==> src/rtl/fbfl_pkg.sv <==
// Package for the fixed-block free-list allocator.
// Holds the fixed field widths, operation and status codes, the used-count limit, and the result and status word types.
// No dependencies.
`default_nettype none

package fbfl_pkg;

  localparam int OpW     = 2;
  localparam int IndexW  = 10;
  localparam int CountW  = 11;
  localparam int StatusW = 2;

  localparam logic [OpW-1:0] OpAlloc = 2'd0;
  localparam logic [OpW-1:0] OpFree  = 2'd1;
  localparam logic [OpW-1:0] OpInit  = 2'd2;

  localparam logic [StatusW-1:0] StOk      = 2'd0;
  localparam logic [StatusW-1:0] StEmpty   = 2'd1;
  localparam logic [StatusW-1:0] StBadFree = 2'd2;

  localparam logic [CountW-1:0] UsedMax = 11'd2047;

  typedef struct packed {
    logic [StatusW-1:0] status;
    logic [IndexW-1:0]  granted_index;
    logic [CountW-1:0]  used_count;
  } fbfl_res_t;

  typedef struct packed {
    logic busy;      // sequencer is not in its idle state
    logic alloc_rd;  // waiting on the link read of a pop
  } fbfl_stat_t;

endpackage

`default_nettype wire

==> src/rtl/fbfl_outq.sv <==
// Two-entry result buffer: an output register and one holding register behind it.
// Depends on fbfl_pkg.
`default_nettype none

module fbfl_outq
  import fbfl_pkg::*;
(
  input  wire logic      clk_i,
  input  wire logic      rst_ni,
  input  wire logic      push_i,
  input  wire fbfl_res_t push_data_i,
  output      logic      space_o,
  output      logic      out_valid_o,
  input  wire logic      out_ready_i,
  output      fbfl_res_t out_data_o
);

  logic      out_valid_q, out_valid_d;
  logic      hold_valid_q, hold_valid_d;
  fbfl_res_t out_q, out_d;
  fbfl_res_t hold_q, hold_d;
  logic      pop;

  assign pop     = out_valid_q && out_ready_i;
  assign space_o = !hold_valid_q;

  always_comb begin
    out_valid_d  = out_valid_q;
    hold_valid_d = hold_valid_q;
    out_d        = out_q;
    hold_d       = hold_q;
    if (pop && hold_valid_q) begin
      out_d        = hold_q;
      hold_valid_d = 1'b0;
    end else if (push_i && (!out_valid_q || pop)) begin
      out_d       = push_data_i;
      out_valid_d = 1'b1;
    end else if (push_i) begin
      hold_d       = push_data_i;
      hold_valid_d = 1'b1;
    end else if (pop) begin
      out_valid_d = 1'b0;
    end
  end

  always_ff @(posedge clk_i or negedge rst_ni) begin
    if (!rst_ni) begin
      out_valid_q  <= 1'b0;
      hold_valid_q <= 1'b0;
    end else begin
      out_valid_q  <= out_valid_d;
      hold_valid_q <= hold_valid_d;
    end
  end

  always_ff @(posedge clk_i) begin
    out_q  <= out_d;
    hold_q <= hold_d;
  end

  assign out_valid_o = out_valid_q;
  assign out_data_o  = out_q;

endmodule

`default_nettype wire

==> config.mk <==
export PLATFORM = sky130hd
export DESIGN_NAME = fbfl_outq
export DESIGN_NICKNAME = d
export VERILOG_FILES = /design/src/rtl/fbfl_pkg.sv /design/src/rtl/fbfl_outq.sv
export SDC_FILE = /design/constraint.sdc
export NUM_CORES = 1
export LEC_CHECK = 0
export BUFFER_PORTS_ARGS = -buffer_cell sky130_fd_sc_hd__buf_4
export CELL_PAD_IN_SITES_DETAIL_PLACEMENT = 1
export CELL_PAD_IN_SITES_GLOBAL_PLACEMENT = 1
export CORE_ASPECT_RATIO = 0.8
export CORE_MARGIN = 2
export CORE_UTILIZATION = 46
export CTS_CLUSTER_SIZE = 14
export DETAILED_ROUTE_END_ITERATION = 12
export PLACE_DENSITY = 0.84
export SYNTH_ARGS = -nofsm -noshare
export SYNTH_HDL_FRONTEND = slang
export SYNTH_SLANG_ARGS = --single-unit
export TNS_END_PERCENT = 10
==> constraint.sdc <==
create_clock -name clk_i -period 6.1 [get_ports clk_i]
set_input_delay 0 -clock clk_i [delete_from_list [all_inputs] [get_ports clk_i]]
set_output_delay 0 -clock clk_i [all_outputs]
set_load 0.03 [all_outputs]
==> flow_summary.ini, run 1 <==
[logic_synthesis]
synthFlopType = edfxtp_1
synthTopCellsByArea = edfxtp_1 75%, mux2_4 16%, dfrtp_1 2.7%
syn_nets = 110
synth_cell_types = 11
synth_edf_count = 46
synth-simple-area-share_pct = 1.22
synth-adder-area-share_pct = 0
muxShareOfSynthArea_pct = 18.1
synthesis.area_sq_um = 1850
yosysTopAreaCell = edfxtp_1
synth-seq-cells = 48
yosysTopAreaCellShare_pct = 74.8
postSynthCellCount = 83
synth_warnings = 0
synth_xor_area_share_pct = 0
synth.top_cells.by_count = 46 x edfxtp_1, 20 x mux2_4, 4 x a21oi_1, 3 x mux2_2
synth_compound_area_share_pct = 1.49
synth-seq-area-share_pct = 77.6
yosysMostFrequentCell = edfxtp_1
synth_area_per_cell_sq_um = 22.2
synth_top_family_by_area = multiplexers
async_flop_share_pct = 4.17

[power]
p_clk_share_pct = 24.6
switchingPower_uw = 181
netSwitchingFraction_pct = 25.1
ir_drop_mv = 0.156
p_per_area_nw_per_um2 = 275
power_leakage_uw = 0.00108
internal-power_uw = 541
combPwrFrac_pct = 19.5
power.total_uw = 722
p_seq_share_pct = 55.9

[grt]
grt_pass1_vias = 1174
grt_max_degree = 24
overflow = 0
grt_pass1_wl_um = 6030
grtUsageTotal_pct = 19.3
antenna_found_initial = 0

[floorplan]
die_y_um = 60.7
die_x_um = 74.8
rows = 20
core_area_sq_um = 3830
start_util_pct = 48.2
io_pins = 52
dieArea_sq_um = 4540

[routing]
wl_per_cell_um = 18.0
drt-initial-drc-count = 100
dr.pass1.iters = 4
via_per_inst = 4.73
vias = 1051
drc = 0
routed_wl_um = 3990
ant_nets = 0

[placement]
dp_hpwl_um = 2510
place.port_buffers = 51
gp_congestion = 0.695

[clock_network]
numCtsBuffers = 5
cts_tree = done
cts_root_buffer = clkbuf_8
worstSkewPairLatency_ps = 300
cts-htree-levels = 2
post_cts_resized = 0
clkTransAtPathRegs_ps = 70
cts_num_sinks = 48
clockBufferDepth = 2

[sta]
rsz0062_at_grt = false
finalHoldViolations = 0
fmax_ghz = 0.510
final_max_slew_viol_count = 0
fin_tns_setup_ps = 0
setup_viol_count_final = 0
finClkSkew_ps = 9.46
period_share_pct = 32.2
maxSlewHeadroom_pct = 30.3
period_minus_slack_ps = 1960
hold_ws_ps = 40.1
tightestPinTransition_ps = 1050

[critical_path]
cp.arrival_ps = 2000
crit_path_max_fanout = 23
crit_chain = nand3_2, mux2_4
startpoint_type = register
required_ps = 6140
criticalPathCategory = reg -> reg
cp_slowest_cell = nand3_2
crit_family = simple AND/OR/NAND/NOR gates
end_kind = register
crit_buf_inv = 0
cpPeakStageDelay_ps = 660

[finish]
final_util_pct = 68.6
syn2layout_area_growth_pct = 42.3
num_antenna_cells = 0
num-nets-final = 193
regArea_sq_um = 1430
drive_above_1_share_pct = 49.1
multi_input_area_sq_um = 388
fillerInstances = 345

[hold_path]
hold_class = in -> async

[run]
cap_violations = 0

[outcome]
status = completed
## sequential cells by signal, indices dropped and copies added, names as in the netlist
signal        count
out_data_o       23
out_valid_o       1
hold_valid_q      1
hold_q           23
## through the flow
step / cells / instance area (sq um) / setup slack (ps)
after floorplan: 83 / 1850 / 3810
after global placement: 188 / 2290 / 4240
after detailed placement: 188 / 2290 / 4150
after CTS: 222 / 2630 / 4140
after global routing: 222 / 2630 / 4060
final: 222 / 2630 / 4140
## power by group through the flow
| stage | Combinational [uW] | Clock (uW) | Sequential [uW] |
|---|---|---|---|
| after global routing | 149 | 198 | 405 |
| after CTS | 141 | 183 | 403 |
| after global placement | 122 | 0 | 409 |
| after detailed placement | 127 | 0 | 410 |
| final | 141 | 178 | 403 |
| after floorplan | 44.1 | 0 | 442 |
## final cells by class
type,count,area share [%]
sequential,48,54.5
timing repair buffer,78,24.8
multi-input combinational,31,14.8
clock buffer,7,2.91
tap,55,2.62
inverter,2,0.286
clock inverter,1,0.143
## logic make-up after synthesis
logic type	after synthesis
AOI/OAI and AO/OA	5
and+or+nand+nor	3
muxes	23
buffers and inverters	4
DFF	48
## routing by layer
| metal | GRT usage, % | vias up | routed length [um] |
|---|---|---|---|
| met1 | 22.5 | 519 | 1650 |
| met3 | 6.81 | 4 | 195 |
| met2 | 34.4 | 42 | 2110 |
| li1 | - | 486 | - |
| met5 | 0 | - | 0 |
| met4 | 4.85 | 0 | 31 |
## repair_timing
action,in CTS,in global routing
hold endpoints to repair,28,0
hold buffers,26,0
buffers inserted,0,0
## cells in the final DEF, fill, tap and decap left out, drive strengths merged
master,count
and3,1
a21oi,4
mux2,23
clkinv,1
dlygate4sd3,26
buf,52
inv,2
a21o,1
clkbuf,7
edfxtp,46
nand3,1
nand2b,1
dfrtp,2
## worst paths after layout
| check | slack, ps | from | to | depth (start not counted) |
|---|---|---|---|---|
| worst max-delay path | 4140 | out_valid_o | out_data_o[6] | 2 |
| worst min-delay path | 40 | rst_ni | hold_valid_q | 2 |
| worst max register to register | 4140 | out_valid_o | out_data_o[6] | 2 |
| worst min register to register | 560 | hold_q[11] | out_data_o[11] | 1 |
| max in group asynchronous | 5970 | rst_ni | out_valid_o | 2 |
| min in group clk_i | 420 | push_data_i[13] | hold_q[13] | 2 |
## worst register-to-register path: stages, from the launching register on
cell and delay, ps:
dfrtp_1 490, nand3_2 670, mux2_4 560
(Power assumes the default switching activity.)
==> inputs of run 2 (changes only) <==
- CORE_UTILIZATION: 46 -> 38
- PLACE_DENSITY: 0.84 -> 0.74
- clock period: 6.1 -> 1.8 ns (I/O delays scaled with it)
==> run 2 against run 1 <==
Net effect:
- die area grew 20%
- worst hold slack lost 29 ps
- total power grew to 3.6 times the previous value
- register-to-register slack lost 3900 ps
- setup slack lost 3900 ps
- critical endpoint is now out_data_o[21]
- sequential share of layout area shrank 1.8 points
- critical path depth grew 1
- core utilization shrank 9.9 points
- wire length shrank 13%
==> flow_summary.ini, run 2 (synthesis results as in run 1) <==
[sta]
finalHoldViolations = 0
period_minus_slack_ps = 1570
rsz0062_at_grt = false
fin_tns_setup_ps = 0
final_max_slew_viol_count = 0
maxSlewHeadroom_pct = 77.8
setup_viol_count_final = 0
fmax_ghz = 0.638
hold_ws_ps = 10.7
tightestPinTransition_ps = 332
period_share_pct = 87.1
finClkSkew_ps = 8.14

[clock_network]
cts_num_sinks = 48
cts-htree-levels = 2
clkTransAtPathRegs_ps = 90
worstSkewPairLatency_ps = 290
cts_root_buffer = clkbuf_8
numCtsBuffers = 5
cts_tree = done
clockBufferDepth = 2
post_cts_resized = 0

[critical_path]
cpPeakStageDelay_ps = 430
crit_chain = nand3_2, buf_12, mux2_4
required_ps = 1850
crit_family = flip-flops
criticalPathCategory = reg -> reg
startpoint_type = register
crit_path_max_fanout = 15
cp_slowest_cell = dfrtp_1
end_kind = register
cp.arrival_ps = 1620
crit_buf_inv = 1

[routing]
wl_per_cell_um = 15.0
drt-initial-drc-count = 59
dr.pass1.iters = 4
ant_nets = 0
routed_wl_um = 3470
vias = 1042
via_per_inst = 4.51
drc = 0

[placement]
place.port_buffers = 51
gp_congestion = 0.626
dp_cells = 197
dp_hpwl_um = 2430

[floorplan]
dieArea_sq_um = 5430
io_pins = 52
die_y_um = 66.3
rows = 22
die_x_um = 81.9
start_util_pct = 39.9
core_area_sq_um = 4620

[outcome]
status = completed

[finish]
fillerInstances = 440
final_cell_mix = 55 x buf_4, 46 x edfxtp_1, 26 x dlygate4sd3_1, 20 x mux2_4, 5 x clkbuf_8
syn2layout_area_growth_pct = 47.1
layout_commonest_cell = buf_4
num_antenna_cells = 0
drive_above_1_share_pct = 52.0
regArea_sq_um = 1430
instances_no_fill = 231
num-nets-final = 197
multi_input_area_sq_um = 395

[power]
p_clk_share_pct = 29.0
netSwitchingFraction_pct = 23.9
p_seq_share_pct = 52.2
combPwrFrac_pct = 18.8
p_per_area_nw_per_um2 = 959
power_leakage_uw = 0.00112
switchingPower_uw = 622
ir_drop_mv = 0.541
internal-power_uw = 1980

[grt]
antenna_found_initial = 0
use_met3_pct = 4.23
grt_pass1_vias = 1121
grtUsageTotal_pct = 13.9
grt_max_degree = 24
top_usage_layer = met2
grt_use_met1_pct = 16.7
grt_pass1_wl_um = 5370
overflow = 0
grt_use_met2_pct = 23.4

[hold_path]
hold_class = in -> async

[run]
cap_violations = 0
[run 2: changes by cell type in the layout (fill, tap and decap cells not counted)]
cell        change
a21oi_2         -1
a21oi_4         +1
buf_12          +1
buf_4           +3
bufinv_16       +1
clkbuf_1        -2
clkinv_1        -1
clkinv_2        +1
clkinvlp_4      +1
[run 2: what timing repair did]
item / 4_1_cts / 5_1_grt
hold endpoints to repair: 27 / 0
hold buffers: 26 / 0
setup buffers: 0 / 0
[run 2: layer usage]
| metal | vias to the layer above | share of wire, % |
|---|---|---|
| met1 | 498 | 42 |
| met4 | 0 | 1.9 |
| li1 | 497 | - |
| met3 | 7 | 5.8 |
| met5 | - | 0 |
| met2 | 40 | 50 |
[run 2: power by group through the flow]
stage | Sequential (uW) | Clock, uW | Combinational [uW]
after CTS | 1360 | 774 | 493
after global routing | 1370 | 811 | 521
after global placement | 1380 | 0 | 437
final | 1360 | 755 | 489
after floorplan | 1500 | 0 | 154
after detailed placement | 1390 | 0 | 447
[run 2: layout make-up]
class | instances | share of cell area [%]
sequential | 48 | 52.7
timing repair buffer | 82 | 25.5
multi-input combinational | 31 | 14.6
tap | 60 | 2.77
clock buffer | 5 | 2.54
clock inverter | 3 | 1.57
inverter | 2 | 0.277
[run 2: worst register-to-register path: stages (launching register included)]
cell and delay [ps]:
dfrtp_1 430, nand3_2 310, buf_12 280, mux2_4 300
[run 2: final timing paths]
path / startpoint / endpoint / slack [ps] / cells after the start
setup reg to reg: hold_valid_q / out_data_o[21] / 230 / 3
hold / removal: rst_ni / out_valid_o / 10 / 2
min in group clk_i: push_data_i[16] / hold_q[16] / 430 / 2
max in group asynchronous: rst_ni / hold_valid_q / 1700 / 2
hold reg to reg: hold_q[22] / out_data_o[22] / 550 / 1
setup / recovery: hold_valid_q / out_data_o[21] / 230 / 3
[run 2: metrics by stage]
step                      setup WS (ps)  total power [uW]  utilization [%]  instance area, sq um
after global routing                172              2700             58.7                  2710
final                               233              2600             58.7                  2710
after detailed placement            232              1830             50.6                  2340
after floorplan                    65.9              1650                -                  1860
after CTS                           223              2630             58.7                  2710
after global placement              287              1820             50.6                  2340
