File: src/rtl/fbfl_pkg.sv
// Package for the fixed-block free-list allocator.
// Holds the fixed field widths, operation and status codes, the used-count limit, and the result and status word types.
// No dependencies.
`default_nettype none

package fbfl_pkg;

  localparam int OpW     = 2;
  localparam int IndexW  = 10;
  localparam int CountW  = 11;
  localparam int StatusW = 2;

  localparam logic [OpW-1:0] OpAlloc = 2'd0;
  localparam logic [OpW-1:0] OpFree  = 2'd1;
  localparam logic [OpW-1:0] OpInit  = 2'd2;

  localparam logic [StatusW-1:0] StOk      = 2'd0;
  localparam logic [StatusW-1:0] StEmpty   = 2'd1;
  localparam logic [StatusW-1:0] StBadFree = 2'd2;

  localparam logic [CountW-1:0] UsedMax = 11'd2047;

  typedef struct packed {
    logic [StatusW-1:0] status;
    logic [IndexW-1:0]  granted_index;
    logic [CountW-1:0]  used_count;
  } fbfl_res_t;

  typedef struct packed {
    logic busy;      // sequencer is not in its idle state
    logic alloc_rd;  // waiting on the link read of a pop
  } fbfl_stat_t;

endpackage

`default_nettype wire

File: src/rtl/fbfl_ctrl.sv
// Sequencer of the free-list allocator: head and used-count registers, pop/push,
// init walk over the link RAM. Depends on fbfl_pkg.
`default_nettype none

module fbfl_ctrl
  import fbfl_pkg::*;
#(
  parameter int MaxBlocks = 1024,
  parameter int AddrW     = $clog2(MaxBlocks),
  parameter int LinkW     = $clog2(MaxBlocks + 1)
) (
  input  wire logic              clk_i,
  input  wire logic              rst_ni,
  input  wire logic              cfg_we_i,
  input  wire logic [CountW-1:0] cfg_pool_blocks_i,
  input  wire logic              in_valid_i,
  input  wire logic [OpW-1:0]    operation_i,
  input  wire logic [IndexW-1:0] block_index_i,
  input  wire logic              space_i,
  output      logic              in_ready_o,
  output      logic              res_valid_o,
  output      fbfl_res_t         res_o,
  output      logic              ram_we_o,
  output      logic [AddrW-1:0]  ram_waddr_o,
  output      logic [LinkW-1:0]  ram_wdata_o,
  output      logic              ram_re_o,
  output      logic [AddrW-1:0]  ram_raddr_o,
  input  wire logic [LinkW-1:0]  ram_rdata_i,
  output      fbfl_stat_t        stat_o
);

  localparam int CmpW = (LinkW > CountW) ? LinkW : CountW;
  localparam logic [LinkW-1:0] LinkNull = LinkW'(MaxBlocks);

  localparam logic [1:0] StIdle    = 2'd0;
  localparam logic [1:0] StAllocRd = 2'd1;
  localparam logic [1:0] StInit    = 2'd2;

  logic [1:0]        state_q, state_d;
  logic [LinkW-1:0]  head_q, head_d;
  logic [CountW-1:0] used_q, used_d;
  logic [LinkW-1:0]  cnt_q, cnt_d;
  logic [CountW-1:0] pool_blocks_q;

  logic [CmpW-1:0]   bc_ext;
  logic [CmpW-1:0]   pool_ext;
  logic [LinkW-1:0]  pool;
  logic [LinkW-1:0]  cnt_inc;
  logic              accept;
  logic              bad_free;

  // Saturate the pool size at the link store depth.
  assign bc_ext   = CmpW'(pool_blocks_q);
  assign pool_ext = (bc_ext > CmpW'(MaxBlocks)) ? CmpW'(MaxBlocks) : bc_ext;
  assign pool     = LinkW'(pool_ext);
  assign cnt_inc  = LinkW'(cnt_q + 1'b1);

  assign in_ready_o  = (state_q == StIdle) && space_i;
  assign accept      = in_valid_i && in_ready_o;
  assign res_valid_o = accept;
  assign bad_free    = (CmpW'(block_index_i) >= pool_ext) || (used_q == '0);

  always_comb begin
    state_d     = state_q;
    head_d      = head_q;
    used_d      = used_q;
    cnt_d       = cnt_q;
    ram_we_o    = 1'b0;
    ram_waddr_o = AddrW'(block_index_i);
    ram_wdata_o = head_q;
    ram_re_o    = 1'b0;
    ram_raddr_o = AddrW'(head_q);
    res_o.status        = StOk;
    res_o.granted_index = '0;

    case (state_q)
      StIdle: begin
        if (accept) begin
          case (operation_i)
            OpAlloc: begin
              if (head_q >= LinkNull) begin
                res_o.status = StEmpty;
              end else begin
                res_o.granted_index = IndexW'(head_q);
                ram_re_o = 1'b1;
                used_d   = (used_q == UsedMax) ? used_q : CountW'(used_q + 1'b1);
                state_d  = StAllocRd;
              end
            end
            OpFree: begin
              if (bad_free) begin
                res_o.status = StBadFree;
              end else begin
                ram_we_o = 1'b1;
                head_d   = LinkW'(block_index_i);
                used_d   = CountW'(used_q - 1'b1);
              end
            end
            OpInit: begin
              used_d = '0;
              cnt_d  = '0;
              if (pool != '0) begin
                head_d  = '0;
                state_d = StInit;
              end else begin
                head_d = LinkNull;
              end
            end
            default: ;
          endcase
        end
      end
      StAllocRd: begin
        // Take the popped entry's link as the new head.
        head_d  = ram_rdata_i;
        state_d = StIdle;
      end
      StInit: begin
        ram_we_o    = 1'b1;
        ram_waddr_o = AddrW'(cnt_q);
        if (cnt_inc == pool) begin
          ram_wdata_o = LinkNull;
          state_d     = StIdle;
        end else begin
          ram_wdata_o = cnt_inc;
          cnt_d       = cnt_inc;
        end
      end
      default: state_d = StIdle;
    endcase

    res_o.used_count = used_d;
  end

  always_ff @(posedge clk_i or negedge rst_ni) begin
    if (!rst_ni) begin
      state_q       <= StIdle;
      head_q        <= LinkNull;
      used_q        <= '0;
      cnt_q         <= '0;
      pool_blocks_q <= '0;
    end else begin
      state_q <= state_d;
      head_q  <= head_d;
      used_q  <= used_d;
      cnt_q   <= cnt_d;
      if (cfg_we_i) begin
        pool_blocks_q <= cfg_pool_blocks_i;
      end
    end
  end

  assign stat_o.busy     = (state_q != StIdle);
  assign stat_o.alloc_rd = (state_q == StAllocRd);

endmodule

`default_nettype wire

File: config.mk
export PLATFORM = sky130hd
export DESIGN_NAME = fbfl_ctrl
export DESIGN_NICKNAME = d
export VERILOG_FILES = /design/src/rtl/fbfl_pkg.sv /design/src/rtl/fbfl_ctrl.sv
export SDC_FILE = /design/constraint.sdc
export NUM_CORES = 1
export LEC_CHECK = 0
export ABC_AREA = 1
export BUFFER_PORTS_ARGS = -buffer_cell sky130_fd_sc_hd__buf_2
export CAP_MARGIN = 5
export CORE_MARGIN = 4
export CORE_UTILIZATION = 45
export CTS_CLUSTER_SIZE = 12
export DETAILED_ROUTE_END_ITERATION = 10
export PLACE_DENSITY_LB_ADDON = 0.25
export SYNTH_ARGS = -nofsm -noshare
export SYNTH_HDL_FRONTEND = slang
export SYNTH_SLANG_ARGS = --single-unit
File: constraint.sdc
create_clock -name clk_i -period 4.85 [get_ports clk_i]
set_clock_uncertainty 0.2 [all_clocks]
set_input_delay 0.485 -clock clk_i [delete_from_list [all_inputs] [get_ports clk_i]]
set_output_delay 0.485 -clock clk_i [all_outputs]
set_load 0.01 [all_outputs]
==> flow_metrics.tcl, run 1 <==
set metrics [dict create \
    status "finished, final reports clean" \
    drv_cap 0 \
    drc 0 \
    final_cells 746 \
    end_kind "output port" \
    cts_made_buffers 5 \
    routedWlPerCell_um 15.5 \
    finalInstanceArea_um2 4300 \
    synth_nets 617 \
    grt_overflow 0 \
    track_usage_pct 23.3 \
    r2r_start "bc_ext[0]$_DFFE_PN0P_" \
    final_hold_viol_count 0 \
    insertion_delay_ns 0.31 \
    dp_hpwl_um 8920 \
    cts_root_buf "clkbuf_8" \
    placed_cell_area_um2 4150 \
    ys_seq_area_share_pct 31.2 \
    final_antenna_net_count 0 \
    fin_crit_sh_pct 81.4 \
    firstDrtPassIters 7 \
    r2r-end "head_q[3]$_DFFE_PN0P_" \
    rsz0062_at_grt "false" \
    hp-class "primary input to asynchronous set/reset pin" \
    die_w_um 98.6 \
    setup_viol 0 \
    r2r.worst_path.cells 17 \
    syn_area_um2 3700 \
    ys_top_cells_by_area "dfrtp_1 30%, nand2_1 17%, nand3_1 6.6%, nor2_1 6.6%, inv_1 5.6%" \
    pwr_density_cell_nw_per_um2 570 \
    core_area_um2 7850 \
    startpoint "bc_ext[0]$_DFFE_PN0P_" \
    reg2reg_slack_ns 1.53 \
    fin_setup_tns_ns 0 \
    cts_resized 0 \
    drt_iter0_drc 259 \
    post_cts_buffers 0 \
    netlist_top_cells_count "168 x nand2_1, 65 x nor2_1, 55 x inv_1, 49 x nand3_1, 45 x dfrtp_1" \
    antenna_found_initial 0 \
    cp.required_ns 4.16 \
    start_util_pct 47.1 \
    ios 99 \
    netlist_instances 565 \
    cp_data_arrival_time_ns 3.26 \
    grt_pass1_wl_um 18500 \
    place_congestion 0.982 \
    timing.fmax_ghz 0.253 \
    syn_to_final_growth_pct 16.2 \
    synth_most_common_cell "nand2_1" \
    dr_total_vias 4023 \
    multiInputGateArea_um2 2140 \
    period_minus_slack_ns 3.95 \
    yosysTopAreaCell "dfrtp_1" \
    whs_ns 0.155 \
    htree_levels 2 \
    grt_pass1_vias 3761 \
    fp-row-count 32 \
    clk_path_buf_depth 2 \
    io_buffers 98 \
    start_kind "flop" \
    synth_top_area_share_pct 30.5 \
    grt_max_degree 47 \
    yosys_warnings 0 \
    regArea_um2 1150 \
    clk_pin_slew_ns 0.10 \
    synthArstFlopShare_pct 100 \
    vdd_ir_drop_max_mv 0.252 \
    clkSinkCount 46 \
    cts_hold_buf 0 \
    nets 695 \
    slew_headroom_pct 29.5 \
    diodes 0 \
    endpoint "res_o[8]" \
    ys_ff_latch 46 \
    die_y_um 98.6 \
    slew_viol_final 0 \
    fillers 773 \
    path_class "flop to output port" \
    synth_edf_count 0 \
    syn-mean-instance-area_um2 6.54 \
    dieArea_um2 9730 \
    ys_types 36 \
    dpl.cell_count 738 \
    utilization_pct 54.8 \
    layout-drive-gt1-share_pct 20.3 \
    tritoncts "yes" \
    critPathMaxFanout 18 \
    synth_flop_cell "dfrtp_1" \
    drt-total-wl_um 11500 \
    p_leak_nw 2.28 \
    vias_per_cell 5.39 \
    worstMarginPinSlew_ns 1.06 \
]
## cells in the final DEF (no fill, tap or decap), types with 3 or more instances in the layout
cell,netlist,routed
mux2_2,7,7
buf_2,5,98
o21ai_0,39,39
inv_2,7,7
nor2_2,3,3
a21oi_1,12,12
o21ai_1,8,8
clkbuf_8,0,6
inv_1,55,55
nand4_1,10,10
nor2_1,65,65
nor3_1,7,7
dfrtp_1,45,45
o211ai_1,6,6
nand3_1,49,49
a31oi_1,11,11
xor2_1,13,13
ha_1,13,13
nand2_1,168,168
## critical path: stages, from the launching register on
cell and delay (ns):
dfrtp_1 0.42, nor2_1 0.13, nand3_1 0.09, o21bai_2 0.38, nand2_1 0.14, ha_1 0.32, nand2_1 0.07, nor2_1 0.07
nand2_1 0.08, o21a_1 0.11, nand3_1 0.12, nor2_4 0.37, nand3_1 0.13, nand2_1 0.08, nor2_1 0.04, o21ai_0 0.13
o21ai_0 0.12, buf_2 0.16
## metrics by stage
step / total power, W / setup WS (ns)
after floorplan: 0.00165 / 1.78
after global placement: 0.00204 / 1.41
after detailed placement: 0.00207 / 1.28
after CTS: 0.00244 / 0.933
after global routing: 0.00266 / 0.555
final: 0.00245 / 0.903
## how the worst min path moves through the flow
stage | start | to | slack, ns | cells past startpoint
6_report | rst_ni | cnt_q[5]$_DFFE_PN0P_ | 0.15 | 1
3_5_place_dp | cnt_q[9]$_DFFE_PN0P_ | cnt_q[9]$_DFFE_PN0P_ | 0.27 | 2
5_1_grt | cfg_pool_blocks_i[6] | bc_ext[6]$_DFFE_PN0P_ | 0.19 | 3
3_3_place_gp | cnt_q[9]$_DFFE_PN0P_ | cnt_q[9]$_DFFE_PN0P_ | 0.26 | 2
4_1_cts | cfg_pool_blocks_i[10] | bc_ext[10]$_DFFE_PN0P_ | 0.18 | 3
2_1_floorplan | rst_ni | bc_ext[0]$_DFFE_PN0P_ | -0.01 | 0
## per-layer routing
metal / GRT usage [%] / up-vias / share of wire, %
li1: - / 1984 / -
met1: 31.1 / 1819 / 43
met2: 37.2 / 187 / 45
met3: 5.10 / 33 / 9.2
met4: 7.98 / 0 / 2.8
met5: 0 / - / 0
## power breakdown
part           switching [W]  total, W  internal (W)
Clock               0.000142  0.000362      0.000220
Sequential          0.000211  0.000746      0.000535
Combinational       0.000851   0.00134      0.000489
## registers in the layout (all words and copies together), names as in the netlist
signal	flops
bc_ext	11
cnt_q	11
head_q	11
used_q	11
state_q	2
## logic make-up after synthesis
group           Yosys count  synth area share (%)
fa+ha+maj                13                  4.40
xor+xnor                 14                  3.32
flops                    46                  31.2
compound gates           83                  12.6
mux                       7                  2.13
buf+inv                  92                  11.0
simple gates            310                  35.3
## final cells by class
| type | instances | area share (%) |
|---|---|---|
| multi-input combinational | 427 | 49.7 |
| sequential | 46 | 26.8 |
| timing repair buffer | 99 | 11.6 |
| inverter | 64 | 5.59 |
| tap | 102 | 2.97 |
| clock buffer | 6 | 1.92 |
| clock inverter | 2 | 1.40 |
Note: power is estimated with default switching activity, not from simulation.
==> run 2: changes to the inputs <==
==> constraint.sdc (replaced) <==
create_clock -name clk_i -period 3.2 [get_ports clk_i]
set_clock_uncertainty 0.2 [all_clocks]
set_input_delay 0.32 -clock clk_i [delete_from_list [all_inputs] [get_ports clk_i]]
set_output_delay 0.32 -clock clk_i [all_outputs]
set_load 0.01 [all_outputs]
==> flow_metrics.tcl, run 2 (synthesis results as in run 1) <==
set metrics [dict create \
    syn_to_final_growth_pct 27.3 \
    slew_viol_final 0 \
    p_comb_share_pct 59.7 \
    final_cell_mix "156 x nand2_1, 96 x buf_2, 61 x nor2_1" \
    firstDrtPassIters 4 \
    drc 0 \
    ios 99 \
    pwr-share-seq_pct 29.8 \
    cts_made_buffers 5 \
    critPathMaxFanout 8 \
    routedWlPerCell_um 15.4 \
    io_buffers 98 \
    power.internal_w 0.00189 \
    insertion_delay_ns 0.31 \
    pwr_density_cell_nw_per_um2 800 \
    fin_ws_ns -0.0965 \
    worstMarginPinSlew_ns 1.07 \
    layout_commonest_cell "nand2_1" \
    dp_hpwl_um 8980 \
    nets 726 \
    vdd_ir_drop_max_mv 0.463 \
    start_kind "flop" \
    dr_total_vias 4188 \
    drt_iter0_drc 235 \
    htree_levels 2 \
    dieArea_um2 9730 \
    antenna_found_initial 0 \
    drv_cap 0 \
    place_congestion 0.961 \
    timing.fmax_ghz 0.303 \
    fp-row-count 32 \
    timing.critical_path.slowest_cell_delay_ns 0.41 \
    hp-class "primary input to asynchronous set/reset pin" \
    path_class "flop to output port" \
    grt_pass1_vias 3912 \
    dpl.cell_count 755 \
    cp_data_arrival_time_ns 2.78 \
    vias_per_cell 5.39 \
    fillers 760 \
    cts_root_buf "clkbuf_8" \
    fin_setup_tns_ns -0.644 \
    utilization_pct 59.9 \
    place_ws_ns 0.0727 \
    grt_pass1_wl_um 19000 \
    clk_path_buf_depth 2 \
    tritoncts "yes" \
    cp.required_ns 2.68 \
    whs_ns 0.00763 \
    clk_pin_slew_ns 0.09 \
    layout-drive-gt1-share_pct 28.0 \
    slew_headroom_pct 28.7 \
    crit_top_cell "nand2_1" \
    p_leak_nw 2.47 \
    setup_viol 11 \
    final_hold_viol_count 0 \
    failed_checks "negative setup slack" \
    cts_hold_buf 0 \
    start_util_pct 47.1 \
    p_clk_share_pct 10.5 \
    end_kind "output port" \
    path_cells "nor2_1 -> nand2_1 -> o21bai_2 -> buf_6 -> nand2_2 -> ha_4 -> a21oi_1 -> o21ai_1 -> nand4_1 -> nand2_2 -> nor2_4 -> buf_6 -> nand2_2 -> o211ai_1 -> nand2_1 -> nand2_1 -> nand2_1 -> buf_2" \
    status "finished with violations" \
    core_area_um2 7850 \
    final_cells 777 \
    final_antenna_net_count 0 \
    die_y_um 98.6 \
    drt-total-wl_um 12000 \
    diodes 0 \
    path_delay_family "simple AND/OR/NAND/NOR gates" \
    die_w_um 98.6 \
    p_switching_w 0.00188 \
    track_usage_pct 23.7 \
    period_minus_slack_ns 3.30 \
    swShare_pct 49.8 \
    grt_overflow 0 \
    cp_num_buf_inv 3 \
    fin_crit_sh_pct 103 \
    rsz0062_at_grt "true" \
    grt_max_degree 47 \
    worst_path_max_delay_cell "dfrtp_1" \
    clkSinkCount 46 \
]
-- run 2: cell types whose count changed in the layout (fill, tap and decap cells not counted), moves of 6 or more --
cell and delta:
nand2_4 +6, nand2_2 +6, o21ai_1 +10, buf_6 +6, nand2_1 -12, o21ai_0 -12
buf_4 +24
-- run 2: final timing paths --
check	start	end	slack, ns	depth (start not counted)
worst min-delay path	rst_ni	cnt_q[3]$_DFFE_PN0P_	0.008	1
min in group clk_i	cfg_pool_blocks_i[6]	bc_ext[6]$_DFFE_PN0P_	0.02	3
worst max-delay path	bc_ext[3]$_DFFE_PN0P_	res_o[9]	-0.1	18
worst min register to register	cnt_q[9]$_DFFE_PN0P_	cnt_q[9]$_DFFE_PN0P_	0.29	2
worst max register to register	bc_ext[3]$_DFFE_PN0P_	used_q[8]$_DFF_PN0_	0.02	21
max in group asynchronous	rst_ni	cnt_q[0]$_DFFE_PN0P_	2.08	1
-- run 2: stage by stage --
step	power, W	instance area [um2]
after floorplan	0.00250	3700
after global routing	0.00408	4700
after detailed placement	0.00316	4290
after global placement	0.00313	4290
final	0.00376	4700
after CTS	0.00366	4580
-- run 2: layout make-up --
| class | instances | area [um2] | share of cell area (%) |
|---|---|---|---|
| clock buffer | 6 | 82.6 | 1.76 |
| inverter | 64 | 240 | 5.11 |
| tap | 102 | 128 | 2.71 |
| sequential | 46 | 1150 | 24.5 |
| multi-input combinational | 428 | 2310 | 49.1 |
| clock inverter | 2 | 16.3 | 0.346 |
| timing repair buffer | 129 | 776 | 16.5 |
-- run 2: layer usage --
layer  global-route usage (%)  part of all wire (%)  up-vias
li1                         -                     -     2052
met1                     31.1                    42     1918
met2                     40.6                    48      195
met4                     6.41                   2.0        0
met5                        0                     0        -
met3                     3.82                   8.4       23
-- run 2: repair_timing --
item / 4_1_cts / 5_1_grt
setup buffers: 8 / 5
endpoints found under the setup margin: 23 / 34
resized for setup: 35 / 20
cloned: 1 / 0
pin swaps: 20 / 19
-- run 2: power groups by stage --
stage | sequential (W) | combinational (W) | clock, W
2_1_floorplan | 0.00101 | 0.00149 | 0
3_3_place_gp | 0.00111 | 0.00202 | 0
3_5_place_dp | 0.00112 | 0.00204 | 0
4_1_cts | 0.00111 | 0.00214 | 0.000402
5_1_grt | 0.00116 | 0.00249 | 0.000429
6_report | 0.00112 | 0.00225 | 0.000396
==> run 3: changes to the inputs <==
--- a/config.mk
+++ b/config.mk
@@ -5,11 +5,13 @@
 export SDC_FILE = /design/constraint.sdc
 export NUM_CORES = 1
 export LEC_CHECK = 0
-export ABC_AREA = 1
+export ABC_AREA = 0
 export BUFFER_PORTS_ARGS = -buffer_cell sky130_fd_sc_hd__buf_2
 export CAP_MARGIN = 5
+export CORE_ASPECT_RATIO = 1.1
 export CORE_MARGIN = 4
 export CORE_UTILIZATION = 45
+export CTS_BUF_LIST = sky130_fd_sc_hd__clkbuf_8
 export CTS_CLUSTER_SIZE = 12
 export DETAILED_ROUTE_END_ITERATION = 10
 export PLACE_DENSITY_LB_ADDON = 0.25
==> flow_metrics.tcl, run 3 <==
set metrics [dict create \
    slew_viol_final 0 \
    path_delay_family "simple AND/OR/NAND/NOR gates" \
    grt_overflow 0 \
    grt_max_degree 47 \
    ys_top_cells_by_area "dfrtp_1 27%, nand2_1 9.1%, mux2i_1 5.0%, ha_1 3.9%, nor2_1 3.8%" \
    layout_commonest_cell "nand2_1" \
    timing.fmax_ghz 0.302 \
    insertion_delay_ns 0.31 \
    die_w_um 99.8 \
    p_total_w 0.00425 \
    htree_levels 2 \
    end_kind "output port" \
    io_buffers 98 \
    final_cell_mix "100 x nand2_1, 95 x buf_2, 57 x buf_4" \
    firstDrtPassIters 5 \
    yosys.area_share.simple_pct 30.1 \
    setup_viol 17 \
    path_cells "ha_4 -> xnor2_4 -> xor2_2 -> or4_4 -> a2111oi_4 -> nand4bb_4 -> o21ai_4 -> buf_6 -> o21ai_2 -> buf_2" \
    netlist_top_cells_count "101 x nand2_1, 45 x dfrtp_1, 42 x nor2_1, 27 x clkbuf_1, 22 x a21oi_1" \
    cp_num_buf_inv 2 \
    dieArea_um2 10900 \
    synth_top_family_by_area "simple AND/OR/NAND/NOR gates" \
    cts_made_buffers 5 \
    timing.critical_path.slowest_cell_delay_ns 0.50 \
    vdd_ir_drop_max_mv 0.362 \
    pwr_density_cell_nw_per_um2 738 \
    dr_total_vias 4757 \
    dp_hpwl_um 11100 \
    die_y_um 109 \
    rsz0062_at_grt "true" \
    grt_pass1_wl_um 23700 \
    ys_types 66 \
    synthXorXnorAreaFrac_pct 3.03 \
    fin_ws_ns -0.110 \
    netlist_instances 548 \
    period_minus_slack_ns 3.31 \
    p_leak_nw 2.54 \
    diodes 0 \
    synth_top_area_share_pct 27.0 \
    drt-total-wl_um 15300 \
    fin_crit_sh_pct 103 \
    muxShareOfSynthArea_pct 8.00 \
    clkSinkCount 46 \
    failed_checks "negative setup slack" \
    final_hold_viol_count 0 \
    drv_cap 0 \
    cp.required_ns 2.68 \
    synth_most_common_cell "nand2_1" \
    synth_nets 600 \
    status "finished with violations" \
    start_kind "flop" \
    syn-mean-instance-area_um2 7.62 \
    vias_per_cell 6.05 \
    ios 99 \
    path_class "flop to output port" \
    syn_area_um2 4180 \
    whs_ns 0.000489 \
    syn_to_final_growth_pct 38.1 \
    track_usage_pct 27.3 \
    layout-drive-gt1-share_pct 39.7 \
    synthArstFlopShare_pct 100 \
    synth_flop_cell "dfrtp_1" \
    final_antenna_net_count 0 \
    core_area_um2 8960 \
    routedWlPerCell_um 19.5 \
    yosysTopAreaCell "dfrtp_1" \
    antenna_found_initial 0 \
    grt_pass1_vias 4499 \
    synthAdderAreaFrac_pct 3.90 \
    place_congestion 0.956 \
    clk_pin_slew_ns 0.10 \
    synth-compound-area-share_pct 19.7 \
    clk_path_buf_depth 2 \
    ys_seq_area_share_pct 27.6 \
    worstMarginPinSlew_ns 1.08 \
    synth_edf_count 0 \
    cp_data_arrival_time_ns 2.79 \
    yosys_warnings 0 \
    cts_root_buf "clkbuf_8" \
    ys_ff_latch 46 \
    nets 723 \
    drt_iter0_drc 242 \
    worst_path_max_delay_cell "or4_4" \
    critPathMaxFanout 5 \
    hp-class "primary input to asynchronous set/reset pin" \
    fp-row-count 36 \
    start_util_pct 46.6 \
    tritoncts "yes" \
    slew_headroom_pct 27.9 \
    drc 0 \
]
[run 3: final timing paths]
kind / start / to / slack (ns) / cells after the start
max: cnt_q[0]$_DFFE_PN0P_ / ram_wdata_o[9] / -0.11 / 10
min: rst_ni / head_q[5]$_DFFE_PN0P_ / 0.0005 / 1
max reg2reg: cnt_q[0]$_DFFE_PN0P_ / cnt_q[1]$_DFFE_PN0P_ / 0.21 / 11
min reg2reg: cnt_q[10]$_DFFE_PN0P_ / cnt_q[10]$_DFFE_PN0P_ / 0.38 / 2
max in group asynchronous: rst_ni / bc_ext[10]$_DFFE_PN0P_ / 2.05 / 1
min in group clk_i: cfg_pool_blocks_i[8] / bc_ext[8]$_DFFE_PN0P_ / 0.04 / 3
[run 3: worst reg2reg max path, cell delays in order, from the launching register on]
cell and delay (ns):
dfrtp_1 0.44, ha_4 0.22, xnor2_4 0.15, xor2_2 0.17, or4_4 0.50, a2111oi_4 0.26
nand4bb_4 0.18, o21ai_4 0.21, buf_6 0.15, buf_4 0.10, buf_4 0.13, mux2i_1 0.20
[run 3: cells by family after synthesis]
family,count (synthesis)
adders and majority gates,13
muxes,32
buffers and inverters,67
DFF,46
AOI/OAI and AO/OA,123
xor gates and xnor gates,12
and+or+nand+nor,255
[run 3: layer usage]
| metal | GRT usage [%] | vias up | wire [um] |
|---|---|---|---|
| met5 | 0 | - | 0 |
| met4 | 12.2 | 0 | 536 |
| met3 | 3.97 | 50 | 1150 |
| met2 | 46.1 | 239 | 7840 |
| met1 | 34.5 | 2277 | 5810 |
| li1 | - | 2191 | - |
[run 3: what timing repair did]
item                       4_1_cts  5_1_grt
setup buffers                   13       12
pin swaps                       22       23
hold buffers                     0        0
cloned                           1        0
setup endpoints to repair       23       34
resized for setup               46       66
[run 3: report_power, final]
part           leakage (nW)  internal, W  switching (W)
combinational          1.96      0.00124        0.00151
sequential            0.524     0.000761       0.000293
clock                0.0556     0.000231       0.000222
total                  2.54      0.00223        0.00202
[run 3: per-stage QoR]
stage	std cells	worst slack [ns]	utilization, %	setup TNS (ns)	cell area (um2)
2_1_floorplan	548	0.0698	-	0	4180
3_3_place_gp	752	0.0513	54.3	0	4870
3_5_place_dp	752	-0.0619	54.3	-0.106	4870
4_1_cts	774	-0.0932	59.4	-0.975	5330
5_1_grt	786	-0.235	64.3	-3.49	5760
6_report	786	-0.110	64.3	-1.30	5760
[run 3: layout make-up]
| class | instances | area, um2 |
|---|---|---|
| flip-flops and latches | 46 | 1160 |
| clock buffers | 5 | 68.8 |
| multi-input cells | 435 | 3250 |
| inverters | 19 | 71.3 |
| fillers | 795 | 3200 |
| clock inverters | 3 | 41.3 |
| repair buffers | 164 | 1040 |
| well taps | 114 | 143 |
